**src/sv/rau_pkg.sv**
```systemverilog
// rau_pkg: widths, codes and shared types of the rational arithmetic unit
// no dependencies; used by rau_reduce, rau_mul and rational_arith_unit
package rau_pkg;

	// operand field width
	localparam int OPW   = 16;
	// magnitude of a reduced part, up to 2^(OPW-1)
	localparam int MAGW  = OPW;
	// signed reduced numerator
	localparam int NUMW  = OPW + 1;
	// full signed product of two reduced parts
	localparam int PRODW = 2 * NUMW;
	// result field widths
	localparam int RNUMW = 33;
	localparam int RDENW = 32;
	// step counter of the divider
	localparam int CNTW  = $clog2(MAGW);

	typedef enum logic [1:0] {
		OP_ADD,
		OP_SUB,
		OP_MUL,
		OP_DIV
	} op_t;

	typedef enum logic [1:0] {
		S_IDLE,
		S_RED_A,
		S_RED_B,
		S_MUL
	} top_state_t;

	typedef enum logic [1:0] {
		R_IDLE,
		R_GCD,
		R_DIVN,
		R_DIVD
	} red_state_t;

	// reduced fraction, denominator always positive
	typedef struct packed {
		logic signed [NUMW-1:0] num;
		logic [MAGW-1:0]        den;
	} frac_t;

	// comparison flags
	typedef struct packed {
		logic eq;
		logic lt;
		logic gt;
	} cmp_t;

endpackage

```
**src/sv/rational_arith_unit.sv**
```systemverilog
// rational_arith_unit: top level of the rational arithmetic unit
// uses rau_pkg, rau_reduce and rau_mul
//
// usage
// - a request is taken at a rising edge with start high and busy low; it carries
//   a_num/a_den, b_num/b_den (raw signed 16-bit) and req_type (add, subtract,
//   multiply, divide)
// - busy stays high from the cycle after the request through the result cycle
// - the result shows on res_num, res_den, is_equal, is_less, is_greater for one
//   cycle with done high; there is no back pressure, the receiver must take it
// - each operand is reduced in turn by one reducer: a zero denominator gives 0/1
//   and skips the gcd, otherwise a binary gcd of shift/subtract steps is followed
//   by two restoring divisions by the gcd, all on a single 17-bit subtractor
// - then one 17x17 multiplier forms four products in turn, and a final step adds,
//   subtracts and compares
// - one request at a time, the next is taken no earlier than the cycle after done
// - reset clears the sequencers; result registers hold stale data until the
//   first done
module rational_arith_unit (
	input  logic                              clk,
	input  logic                              arst_n,
	input  logic                              start,
	output logic                              busy,
	input  logic signed [rau_pkg::OPW-1:0]    a_num,
	input  logic signed [rau_pkg::OPW-1:0]    a_den,
	input  logic signed [rau_pkg::OPW-1:0]    b_num,
	input  logic signed [rau_pkg::OPW-1:0]    b_den,
	input  logic [1:0]                        req_type,
	output logic                              done,
	output logic signed [rau_pkg::RNUMW-1:0]  res_num,
	output logic signed [rau_pkg::RDENW-1:0]  res_den,
	output logic                              is_equal,
	output logic                              is_less,
	output logic                              is_greater
);

	rau_pkg::top_state_t state_q, state_d;

	// second operand and opcode held while the first is reduced
	logic signed [rau_pkg::OPW-1:0] b_num_q, b_den_q;
	rau_pkg::op_t                   op_q;
	rau_pkg::frac_t                 fa_q;

	logic                           accept;
	logic                           red_start, red_done, mul_start, mul_done;
	logic signed [rau_pkg::OPW-1:0] red_n, red_d;
	rau_pkg::frac_t                 red_frac;
	rau_pkg::cmp_t                  cmp;

	assign accept = start && (state_q == rau_pkg::S_IDLE);
	assign busy   = (state_q != rau_pkg::S_IDLE);

	// reducer takes the first operand straight from the ports, the second from the hold regs
	assign red_start = accept || ((state_q == rau_pkg::S_RED_A) && red_done);
	assign red_n     = (state_q == rau_pkg::S_IDLE) ? a_num : b_num_q;
	assign red_d     = (state_q == rau_pkg::S_IDLE) ? a_den : b_den_q;
	assign mul_start = (state_q == rau_pkg::S_RED_B) && red_done;

	always_comb begin
		state_d = state_q;
		case (state_q)
			rau_pkg::S_IDLE: begin
				if (start) begin
					state_d = rau_pkg::S_RED_A;
				end
			end
			rau_pkg::S_RED_A: begin
				if (red_done) begin
					state_d = rau_pkg::S_RED_B;
				end
			end
			rau_pkg::S_RED_B: begin
				if (red_done) begin
					state_d = rau_pkg::S_MUL;
				end
			end
			rau_pkg::S_MUL: begin
				if (mul_done) begin
					state_d = rau_pkg::S_IDLE;
				end
			end
			default: begin
				state_d = rau_pkg::S_IDLE;
			end
		endcase
	end

	always_ff @(posedge clk or negedge arst_n) begin
		if (!arst_n) begin
			state_q <= rau_pkg::S_IDLE;
		end else begin
			state_q <= state_d;
		end
	end

	always_ff @(posedge clk) begin
		if (accept) begin
			b_num_q <= b_num;
			b_den_q <= b_den;
			op_q    <= rau_pkg::op_t'(req_type);
		end
		// first reduced operand kept while the second is worked on
		if ((state_q == rau_pkg::S_RED_A) && red_done) begin
			fa_q <= red_frac;
		end
	end

	rau_reduce u_reduce (
		.clk    (clk),
		.arst_n (arst_n),
		.start  (red_start),
		.n      (red_n),
		.d      (red_d),
		.done   (red_done),
		.frac   (red_frac)
	);

	rau_mul u_mul (
		.clk     (clk),
		.arst_n  (arst_n),
		.start   (mul_start),
		.fa      (fa_q),
		.fb      (red_frac),
		.op      (op_q),
		.done    (mul_done),
		.res_num (res_num),
		.res_den (res_den),
		.cmp     (cmp)
	);

	assign done       = mul_done;
	assign is_equal   = cmp.eq;
	assign is_less    = cmp.lt;
	assign is_greater = cmp.gt;

	// a result only comes out of the multiply phase
	a_done_from_mul: assert property (@(posedge clk) disable iff (!arst_n)
		done |-> ($past(state_q) == rau_pkg::S_MUL))
		else $error("result strobe outside multiply phase");

	// a taken request makes the block busy
	a_accept_busy: assert property (@(posedge clk) disable iff (!arst_n)
		accept |=> busy)
		else $error("request taken but block not busy");

	// reduced denominators are positive, so only divide can give a zero denominator
	a_den_nonzero: assert property (@(posedge clk) disable iff (!arst_n)
		(done && (op_q != rau_pkg::OP_DIV)) |-> (res_den != '0))
		else $error("zero result denominator outside divide");

	// flags are mutually exclusive
	a_flags_excl: assert property (@(posedge clk) disable iff (!arst_n)
		done |-> !(is_less && is_greater) && !(is_equal && (is_less || is_greater)))
		else $error("conflicting comparison flags");

endmodule

```
**src/sv/rau_reduce.sv**
```systemverilog
// rau_reduce: reduces one signed fraction by binary gcd and two restoring divisions
// one shared subtractor does every compare and trial subtract; depends on rau_pkg
module rau_reduce (
	input  logic                            clk,
	input  logic                            arst_n,
	input  logic                            start,
	input  logic signed [rau_pkg::OPW-1:0]  n,
	input  logic signed [rau_pkg::OPW-1:0]  d,
	output logic                            done,
	output rau_pkg::frac_t                  frac
);

	rau_pkg::red_state_t state_q, state_d;
	logic done_q, done_d;

	logic [rau_pkg::MAGW-1:0] mn_q, md_q, x_q, y_q, g_q, rem_q, sh_q, qn_q;
	logic [rau_pkg::CNTW-1:0] k_q, cnt_q;
	logic                     neg_q;
	rau_pkg::frac_t           frac_q;

	logic [rau_pkg::MAGW-1:0] n_mag, d_mag, diff_mag, g_val, g_sel, q_next, rem_next;
	logic [rau_pkg::MAGW:0]   sub_a, sub_b;
	logic [rau_pkg::MAGW+1:0] sub_r;
	logic                     borrow, gcd_end, d_zero, q_bit;

	assign n_mag  = n[rau_pkg::OPW-1] ? (~n) + 1'b1 : n;
	assign d_mag  = d[rau_pkg::OPW-1] ? (~d) + 1'b1 : d;
	assign d_zero = (d == '0);

	// shared subtractor: gcd compare or divider trial subtract
	always_comb begin
		case (state_q)
			rau_pkg::R_GCD: begin
				sub_a = {1'b0, x_q};
				sub_b = {1'b0, y_q};
			end
			default: begin
				sub_a = {rem_q, sh_q[rau_pkg::MAGW-1]};
				sub_b = {1'b0, g_q};
			end
		endcase
	end

	assign sub_r    = {1'b0, sub_a} - {1'b0, sub_b};
	assign borrow   = sub_r[rau_pkg::MAGW+1];
	assign diff_mag = borrow ? (~sub_r[rau_pkg::MAGW-1:0]) + 1'b1 : sub_r[rau_pkg::MAGW-1:0];

	assign gcd_end = (x_q == '0) || (y_q == '0);
	assign g_sel   = (x_q == '0) ? y_q : x_q;
	assign g_val   = g_sel << k_q;

	// divider step
	assign q_bit    = !borrow;
	assign q_next   = {sh_q[rau_pkg::MAGW-2:0], q_bit};
	assign rem_next = q_bit ? sub_r[rau_pkg::MAGW-1:0] : sub_a[rau_pkg::MAGW-1:0];

	always_comb begin
		state_d = state_q;
		done_d  = 1'b0;
		case (state_q)
			rau_pkg::R_IDLE: begin
				if (start) begin
					if (d_zero) begin
						done_d = 1'b1;
					end else begin
						state_d = rau_pkg::R_GCD;
					end
				end
			end
			rau_pkg::R_GCD: begin
				if (gcd_end) begin
					state_d = rau_pkg::R_DIVN;
				end
			end
			rau_pkg::R_DIVN: begin
				if (cnt_q == '0) begin
					state_d = rau_pkg::R_DIVD;
				end
			end
			rau_pkg::R_DIVD: begin
				if (cnt_q == '0) begin
					state_d = rau_pkg::R_IDLE;
					done_d  = 1'b1;
				end
			end
			default: begin
				state_d = rau_pkg::R_IDLE;
			end
		endcase
	end

	always_ff @(posedge clk or negedge arst_n) begin
		if (!arst_n) begin
			state_q <= rau_pkg::R_IDLE;
			done_q  <= 1'b0;
		end else begin
			state_q <= state_d;
			done_q  <= done_d;
		end
	end

	always_ff @(posedge clk) begin
		case (state_q)
			rau_pkg::R_IDLE: begin
				if (start) begin
					mn_q  <= n_mag;
					md_q  <= d_mag;
					x_q   <= n_mag;
					y_q   <= d_mag;
					k_q   <= '0;
					neg_q <= n[rau_pkg::OPW-1] ^ d[rau_pkg::OPW-1];
					if (d_zero) begin
						frac_q.num <= '0;
						frac_q.den <= rau_pkg::MAGW'(1);
					end
				end
			end
			rau_pkg::R_GCD: begin
				if (gcd_end) begin
					g_q   <= g_val;
					rem_q <= '0;
					sh_q  <= mn_q;
					cnt_q <= rau_pkg::CNTW'(rau_pkg::MAGW - 1);
				end else if (!x_q[0] && !y_q[0]) begin
					x_q <= x_q >> 1;
					y_q <= y_q >> 1;
					k_q <= k_q + 1'b1;
				end else if (!x_q[0]) begin
					x_q <= x_q >> 1;
				end else if (!y_q[0]) begin
					y_q <= y_q >> 1;
				end else if (!borrow) begin
					x_q <= diff_mag >> 1;
				end else begin
					y_q <= diff_mag >> 1;
				end
			end
			rau_pkg::R_DIVN: begin
				if (cnt_q == '0) begin
					qn_q  <= q_next;
					rem_q <= '0;
					sh_q  <= md_q;
					cnt_q <= rau_pkg::CNTW'(rau_pkg::MAGW - 1);
				end else begin
					cnt_q <= cnt_q - 1'b1;
					rem_q <= rem_next;
					sh_q  <= q_next;
				end
			end
			rau_pkg::R_DIVD: begin
				cnt_q <= cnt_q - 1'b1;
				rem_q <= rem_next;
				sh_q  <= q_next;
				if (cnt_q == '0) begin
					frac_q.den <= q_next;
					// sign goes to the numerator unless it is zero
					if (neg_q && (qn_q != '0)) begin
						frac_q.num <= -$signed({1'b0, qn_q});
					end else begin
						frac_q.num <= $signed({1'b0, qn_q});
					end
				end
			end
			default: begin
			end
		endcase
	end

	assign done = done_q;
	assign frac = frac_q;

endmodule

```
**src/sv/rau_mul.sv**
```systemverilog
// rau_mul: cross multiplication of two reduced fractions on one shared multiplier
// four products in turn, then add/subtract or select, and compare; depends on rau_pkg
module rau_mul (
	input  logic                                clk,
	input  logic                                arst_n,
	input  logic                                start,
	input  rau_pkg::frac_t                      fa,
	input  rau_pkg::frac_t                      fb,
	input  rau_pkg::op_t                        op,
	output logic                                done,
	output logic signed [rau_pkg::RNUMW-1:0]    res_num,
	output logic signed [rau_pkg::RDENW-1:0]    res_den,
	output rau_pkg::cmp_t                       cmp
);

	logic       run_q, fin_q, done_q;
	logic [1:0] step_q;

	rau_pkg::frac_t fa_q, fb_q;
	rau_pkg::op_t   op_q;

	logic signed [rau_pkg::NUMW-1:0]  mul_a, mul_b, ad_s, bd_s;
	logic signed [rau_pkg::PRODW-1:0] prod;
	logic signed [rau_pkg::PRODW-1:0] an_bd_q, bn_ad_q, pnum_q, pden_q, rn_full;

	logic signed [rau_pkg::RNUMW-1:0] res_num_q;
	logic signed [rau_pkg::RDENW-1:0] res_den_q;
	rau_pkg::cmp_t                    cmp_q;

	assign ad_s = $signed({1'b0, fa_q.den});
	assign bd_s = $signed({1'b0, fb_q.den});

	// operand select per step
	always_comb begin
		case (step_q)
			2'd0: begin
				mul_a = fa_q.num;
				mul_b = bd_s;
			end
			2'd1: begin
				mul_a = fb_q.num;
				mul_b = ad_s;
			end
			2'd2: begin
				mul_a = fa_q.num;
				mul_b = fb_q.num;
			end
			default: begin
				mul_a = ad_s;
				mul_b = (op_q == rau_pkg::OP_DIV) ? fb_q.num : bd_s;
			end
		endcase
	end

	assign prod = mul_a * mul_b;

	always_comb begin
		case (op_q)
			rau_pkg::OP_ADD: rn_full = an_bd_q + bn_ad_q;
			rau_pkg::OP_SUB: rn_full = an_bd_q - bn_ad_q;
			rau_pkg::OP_MUL: rn_full = pnum_q;
			default:         rn_full = an_bd_q;
		endcase
	end

	always_ff @(posedge clk or negedge arst_n) begin
		if (!arst_n) begin
			run_q  <= 1'b0;
			fin_q  <= 1'b0;
			done_q <= 1'b0;
			step_q <= '0;
		end else begin
			done_q <= fin_q;
			fin_q  <= 1'b0;
			if (start) begin
				run_q  <= 1'b1;
				step_q <= '0;
			end else if (run_q) begin
				step_q <= step_q + 1'b1;
				if (step_q == 2'd3) begin
					run_q <= 1'b0;
					fin_q <= 1'b1;
				end
			end
		end
	end

	always_ff @(posedge clk) begin
		if (start) begin
			fa_q <= fa;
			fb_q <= fb;
			op_q <= op;
		end
		if (run_q) begin
			case (step_q)
				2'd0:    an_bd_q <= prod;
				2'd1:    bn_ad_q <= prod;
				2'd2:    pnum_q  <= prod;
				default: pden_q  <= prod;
			endcase
		end
		if (fin_q) begin
			res_num_q <= rn_full[rau_pkg::RNUMW-1:0];
			res_den_q <= pden_q[rau_pkg::RDENW-1:0];
			cmp_q.eq  <= (fa_q == fb_q);
			cmp_q.lt  <= (an_bd_q < bn_ad_q);
			cmp_q.gt  <= (bn_ad_q < an_bd_q);
		end
	end

	assign done    = done_q;
	assign res_num = res_num_q;
	assign res_den = res_den_q;
	assign cmp     = cmp_q;

endmodule

```
**config.mk**
```make
export PLATFORM = sky130hd
export DESIGN_NAME = rational_arith_unit
export DESIGN_NICKNAME = d
export VERILOG_FILES = /design/src/sv/rau_pkg.sv /design/src/sv/rational_arith_unit.sv /design/src/sv/rau_reduce.sv /design/src/sv/rau_mul.sv
export SDC_FILE = /design/constraint.sdc
export NUM_CORES = 2
export LEC_CHECK = 0
export BUFFER_PORTS_ARGS = -buffer_cell sky130_fd_sc_hd__clkbuf_2
export CAP_MARGIN = 40
export CORE_MARGIN = 3
export CORE_UTILIZATION = 58
export DETAILED_ROUTE_END_ITERATION = 10
export GPL_TIMING_DRIVEN = 0
export PLACE_DENSITY = 0.78
export SLEW_MARGIN = 20
export SYNTH_ARGS = -nofsm -noshare
export SYNTH_HDL_FRONTEND = slang
export SYNTH_SLANG_ARGS = --single-unit
```
**constraint.sdc**
```tcl
create_clock -name clk -period 6.8 [get_ports clk]
set_input_delay 2.04 -clock clk [delete_from_list [all_inputs] [get_ports clk]]
set_output_delay 2.04 -clock clk [all_outputs]
set_load 0.05 [all_outputs]
```
== After elaboration in Yosys (flattened, before gate mapping) ==
Cells that the tools add are included.

* Logic and storage cells: 199
* Register bits after elaboration: 516
* Output and inout port bits: 70
* Input bits: 69

* Multiplexer cells: 68
* Multiply operators: 1
* Shifts and indexed selects: 1
* Add/subtract/negate cells: 10
* Bitwise gates (word level): 5
* $lt $le $gt $ge: 2
* Reductions and logical operators: 42
* Equal/unequal tests: 29

{| class="wikitable"
|+ Operator list
! cell !! count
|-
| 16-bit 2-to-1 mux || 24
|-
| 33-bit 2-to-1 mux || 3
|-
| 33-bit case mux with 3 select lines || 1
|-
| 16-bit case mux with 3 select lines || 2
|-
| 34-bit less-than comparator || 2
|-
| 33-bit case mux with 2 select lines || 1
|-
| 16-bit case mux with 2 select lines || 2
|-
| 17-bit 2-to-1 mux || 3
|-
| 17-bit case mux with 3 select lines || 1
|-
| 16-bit by 1-bit adder with 16-bit output (second input constant) || 3
|-
| 16-bit logical NOT || 3
|-
| 16-bit NOT || 3
|-
| 17-bit by 17-bit multiplier with 34-bit output || 1
|-
| 17-bit case mux with 2 select lines || 1
|-
| 33-bit adder || 1
|-
| 33-bit equality test || 1
|-
| 33-bit subtractor || 1
|-
| 2-bit 2-to-1 mux || 11
|-
| 4-bit 2-to-1 mux || 5
|-
| 17-bit by 16-bit subtractor with 18-bit output || 1
|-
| 16-bit negator with 17-bit output || 1
|-
| 2-bit equality test (second input constant) || 8
|-
| 2-bit by 1-bit inequality test with 1-bit output (second input constant) || 8
|-
| 2-bit case mux with 4 select lines || 2
|-
| other kinds (28) || 69
|}

== Longest topological paths before layout ==
* Depth in word-level cells: 12
* Gate-level depth with buffers: 32
* Gate-level depth less buffers: 29

== Cells and area by module ==
Synthesis repeated with hierarchy kept, for this count alone.

* Cells, all modules: 3,335
* Area total of the unflattened synthesis: 37,493.5 µm²

{| class="wikitable"
|+ By module, submodules not included
! module !! cells each !! instances !! area an instance (µm²) !! sequential area each (µm²)
|-
| rau_mul || 2,257 || 1 || 24,278.3 || 8,202.9
|-
| rau_reduce || 953 || 1 || 10,456.3 || 5,180.0
|-
| rational_arith_unit || 125 || 1 || 2,758.9 || 2,062.0
|}

== Least setup slack after synthesis ==
OpenSTA, ideal clock, no wires.

* Path type: reg-to-reg
* Start: register u_mul.step_q[0]
* End: register u_mul.an_bd_q[31] (netlist name), data pin
* Library setup time: 0.272 ns
* Clock period less this slack: 7.474 ns
* Data required time: 6.528 ns
* Path slack: -0.674 ns
* Cell stages (with the launch flop): 23
* Path buffers: 2
* Arrival: 7.202 ns
* Cell sequence: dfrtp_1 -> ha_1 -> clkbuf_1 -> clkbuf_1 -> mux2i_1 -> nand2_1 -> inv_1 -> fa_1 -> fa_1 -> fa_1 -> fa_1 -> fa_1 -> inv_1 -> fa_1 -> inv_1 -> ha_1 -> nand3_1 -> or3_1 -> o41ai_1 -> o22ai_1 -> o21ai_0 -> a21oi_1 -> xnor2_1

* Longest elaborated chain between the ends: 4
* Elaborated cells on any way between the ends: 7
* Those cells by class: 1 x mul; 2 x eq/ne; 2 x mux; 2 x reduce/logical

{| class="wikitable"
|+ RTL lines
! element !! line !! source
|-
| from (decl) || rau_mul.sv:17 || <nowiki>logic [1:0] step_q;</nowiki>
|-
| from (signal assigned) || rau_mul.sv:79 || <nowiki>step_q <= step_q + 1'b1;</nowiki>
|-
| 2-bit equality test or 2-bit logical NOT (tied branches) || rau_mul.sv:35 || <nowiki>case (step_q)</nowiki>
|-
| 2-bit OR reduction (no line) || n/a ||
|-
| 17-bit case mux with 2 select lines || rau_mul.sv:35 ||
|-
| 17-bit by 17-bit multiplier with 34-bit output (*) || rau_mul.sv:55 || <nowiki>assign prod = mul_a * mul_b;</nowiki>
|-
| via u_mul.prod (one bit) || rau_mul.sv:23 || <nowiki>logic signed [rau_pkg::PRODW-1:0] prod;</nowiki>
|-
| to (signal assigned) || rau_mul.sv:96 || <nowiki>2'd0: an_bd_q <= prod;</nowiki>
|-
| to (decl) || rau_mul.sv:24 || <nowiki>logic signed [rau_pkg::PRODW-1:0] an_bd_q, bn_ad_q, pnum_q, pden_q, rn_full;</nowiki>
|}

The timed path passes the listed nets; every way through them passes the cells marked *.
A chain may end at the register's enable or synchronous reset.

== Worst setup path in the final report ==
* Start: register u_mul.step_q[1]
* End: register u_mul.pnum_q[31] (netlist name), data pin

* Longest elaborated chain between the ends: 4
* Elaborated cells on any way between the ends: 7
* Those cells by class: 1 x mul; 2 x eq/ne; 2 x mux; 2 x reduce/logical

{| class="wikitable"
|+ RTL lines
! element !! line !! source
|-
| 2-bit equality test or 2-bit logical NOT (tied branches) || rau_mul.sv:35 ||
|-
| 2-bit OR reduction (no line) || n/a ||
|-
| 17-bit case mux with 2 select lines || rau_mul.sv:35 ||
|-
| 17-bit by 17-bit multiplier with 34-bit output (*) || rau_mul.sv:55 ||
|-
| via u_mul.prod (one bit) || rau_mul.sv:23 ||
|-
| to (signal assigned) || rau_mul.sv:98 || <nowiki>2'd2: pnum_q <= prod;</nowiki>
|-
| to (decl) || rau_mul.sv:24 ||
|}

Marks and branches as above.

==> impl_metrics.tcl <==
set metrics [dict create \
    overflow 0 \
    drc 0 \
    place_area_um2 39500 \
    clock-skew-final_ps 58.2 \
    async_flop_share 0.0194 \
    core-area_um2 62400 \
    detail-route-antenna-nets 0 \
    initial_core_util 0.593 \
    grt_pass1_vias 28400 \
    setup_viol 65 \
    syn_area_um2 37000 \
    routed.top_layer "met4" \
    drive_gt1_frac 0.220 \
    cpPeakStageDelay_ps 650 \
    dpl.hpwl_mm 71.6 \
    htree_num_levels 2 \
    grt_pass1_wl_mm 156 \
    synth.most_common_cell "edfxtp_1" \
    synthTopCellsByArea "edfxtp_1, fa_1, ha_1" \
    cts.path.max_buffers 3 \
    met1_length_mm 36.2 \
    cts_buffers 54 \
    crit_path_start_kind "flip-flop" \
    fmaxAchievable_mhz 135 \
    fin_tns_setup_ps -23030 \
    drt_iter0_markers 2384 \
    synth_edf_count 506 \
    clock-sinks 516 \
    maxCapViolCount 0 \
    worstSkewPairLatency_ps 640 \
    cts_tree "done" \
    relSlewSlack 0.408 \
    leakagePower_nw 18.2 \
    rsz0062_at_grt "yes" \
    ios 139 \
    utilization 0.709 \
    path_clk_slew_ps 60 \
    ys_seq_elements 516 \
    slew_violations 0 \
    worst_path_most_repeated_cell "fa_1" \
    multi_input_area_um2 20900 \
    cp_max_fo 7 \
    critPathCaptureType "flip-flop" \
    wl_per_cell_um 22.2 \
    yosys_warnings 0 \
    wl_met3_mm 7.31 \
    die_area_um2 66800 \
    finalNonFillerCells 4556 \
    track_usage 0.301 \
    place_inst 4284 \
    diodes 0 \
    critical_path_class "reg -> reg" \
    violations "setup timing" \
    irDropWorstVdd_uv 363 \
    hp-class "reg -> reg" \
    synth_area_per_cell_um2 11.3 \
    period_share 1.09 \
    placementRows 91 \
    seqCellArea_um2 15500 \
    synth_top_area_share 0.411 \
    synth_top_cell_by_area "edfxtp_1" \
    hold_viol 0 \
    syn_nets 3841 \
    chipWidth_um 259 \
    synth_cell_type_count 86 \
    final.fill_count 4166 \
    cp_slowest_cell "fa_2" \
    yosysSeqAreaShare 0.418 \
    nets 4227 \
    tightest_slew_ps 889 \
    viasPerCell 6.02 \
    num_vias 27400 \
    antenna_found_initial 0 \
    status "complete, but fails checks" \
    routabilityCongestion 0.988 \
    required_ps 7180 \
    dr.pass1.iters 8 \
    grt_max_degree 63 \
    setup_slack_ps -609 \
    synth.top_cells.by_count "edfxtp_1, inv_1, fa_1" \
    wl_met2_mm 50.1 \
    ys.flop_type "edfxtp_1" \
    design_area_um2 44300 \
    crit_arrival_ps 7780 \
    io_buffers 138 \
    area_delta_synth_final_pct 19.7 \
    cts_root_buffer "clkbuf_16" \
    fin_crit_ps 7410 \
    p_per_area_nw_per_um2 290 \
    hold-worst-slack_ps 409 \
    die_h_um 259 \
    place_ws_ps -1890 \
    power_mw 12.8 \
    synthCells 3287 \
    routed_wl_mm 101 \
]
-- area by class of cell --
class / instances / share of cell area
Buffer: 106 / 0.0190
Clock buffer: 64 / 0.0314
Clock inverter: 38 / 0.0108
Inverter: 418 / 0.0356
Multi-Input combinational cell: 2241 / 0.472
Sequential cell: 516 / 0.349
Tap cell: 837 / 0.0237
Timing Repair Buffer: 336 / 0.0581
-- path summary, 6_finish.rpt --
check                                     start             endpoint  slack, ps  cells after the start
worst min-delay path                   fa_q[29]       u_mul.fa_q[29]        410                      0
worst min register to register         fa_q[29]       u_mul.fa_q[29]        410                      0
worst max register to register  u_mul.step_q[1]     u_mul.pnum_q[31]       -610                     28
worst max-delay path            u_mul.step_q[1]     u_mul.pnum_q[31]       -610                     28
max in group asynchronous                arst_n      u_mul.step_q[0]       5100                      1
min in group asynchronous                arst_n  u_reduce.state_q[1]       1320                      1
-- registers in the layout, summed over array words and instances, names as in the netlist, 17 cells and up --
name and flops:
u_reduce.frac 33, u_mul.an_bd_q 34, fa_q 33, u_mul.fa_q 17
u_mul.res_den 32, u_mul.res_num 33, u_mul.pnum_q 33, u_mul.fb_q 17
u_mul.bn_ad_q 34, u_mul.pden_q 32
-- cells in the final DEF, fill, tap and decap left out, types with 35 or more instances in the layout --
cell type,instances
a21o_1,48
a21oi_1,135
and2_1,55
buf_4,145
buf_6,35
clkbuf_1,60
clkbuf_16,64
clkbuf_2,138
edfxtp_1,506
fa_1,275
ha_1,158
inv_1,395
mux2_2,57
mux2i_1,98
nand2_1,239
nand2b_1,43
nor2_1,236
nor2b_1,38
nor3_1,45
o21ai_0,77
xnor2_1,129
xor2_1,46
-- critical path, delay by kind of cell, from the launching register on --
family,cells,cell delay [ps]
buffers and inverters,11,1340
adder cells (fa/ha/maj),8,3560
multiplexers,1,420
XOR/XNOR,1,150
AND/OR/NAND/NOR,2,580
flip-flops,1,450
AO/OA/AOI/OAI,5,700
-- timing repair --
| action | in CTS | in global routing |
|---|---|---|
| setup endpoints to repair | 91 | 77 |
| hold buffers | 0 | 0 |
| pin swaps | 130 | 86 |
| gates cloned | 7 | 1 |
| resized for setup | 280 | 85 |
| setup buffers | 142 | 32 |
-- routing by layer --
metal	track usage	up-vias
met5	0	-
met4	0.180	0
met3	0.0415	455
met2	0.529	1436
met1	0.351	13400
li1	-	12200
-- kinds of logic (layout without fill, tap and decap cells) --
group,after synthesis,count (layout),share of synthesized area
adder cells (fa/ha/maj),485,485,0.225
AND/OR/NAND/NOR,828,829,0.105
XOR/XNOR,190,190,0.0450
buffers and inverters,532,962,0.0550
multiplexers,175,175,0.0499
flip-flops,516,516,0.418
AO/OA/AOI/OAI,561,562,0.103
-- power by group --
part	total, mW	internal (mW)	switching (mW)	leakage, nW
clock network	3.06	1.78	1.28	0.899
logic	5.23	1.92	3.31	12.6
registers	4.53	4.22	0.312	4.74
(Power assumes the default switching activity.)
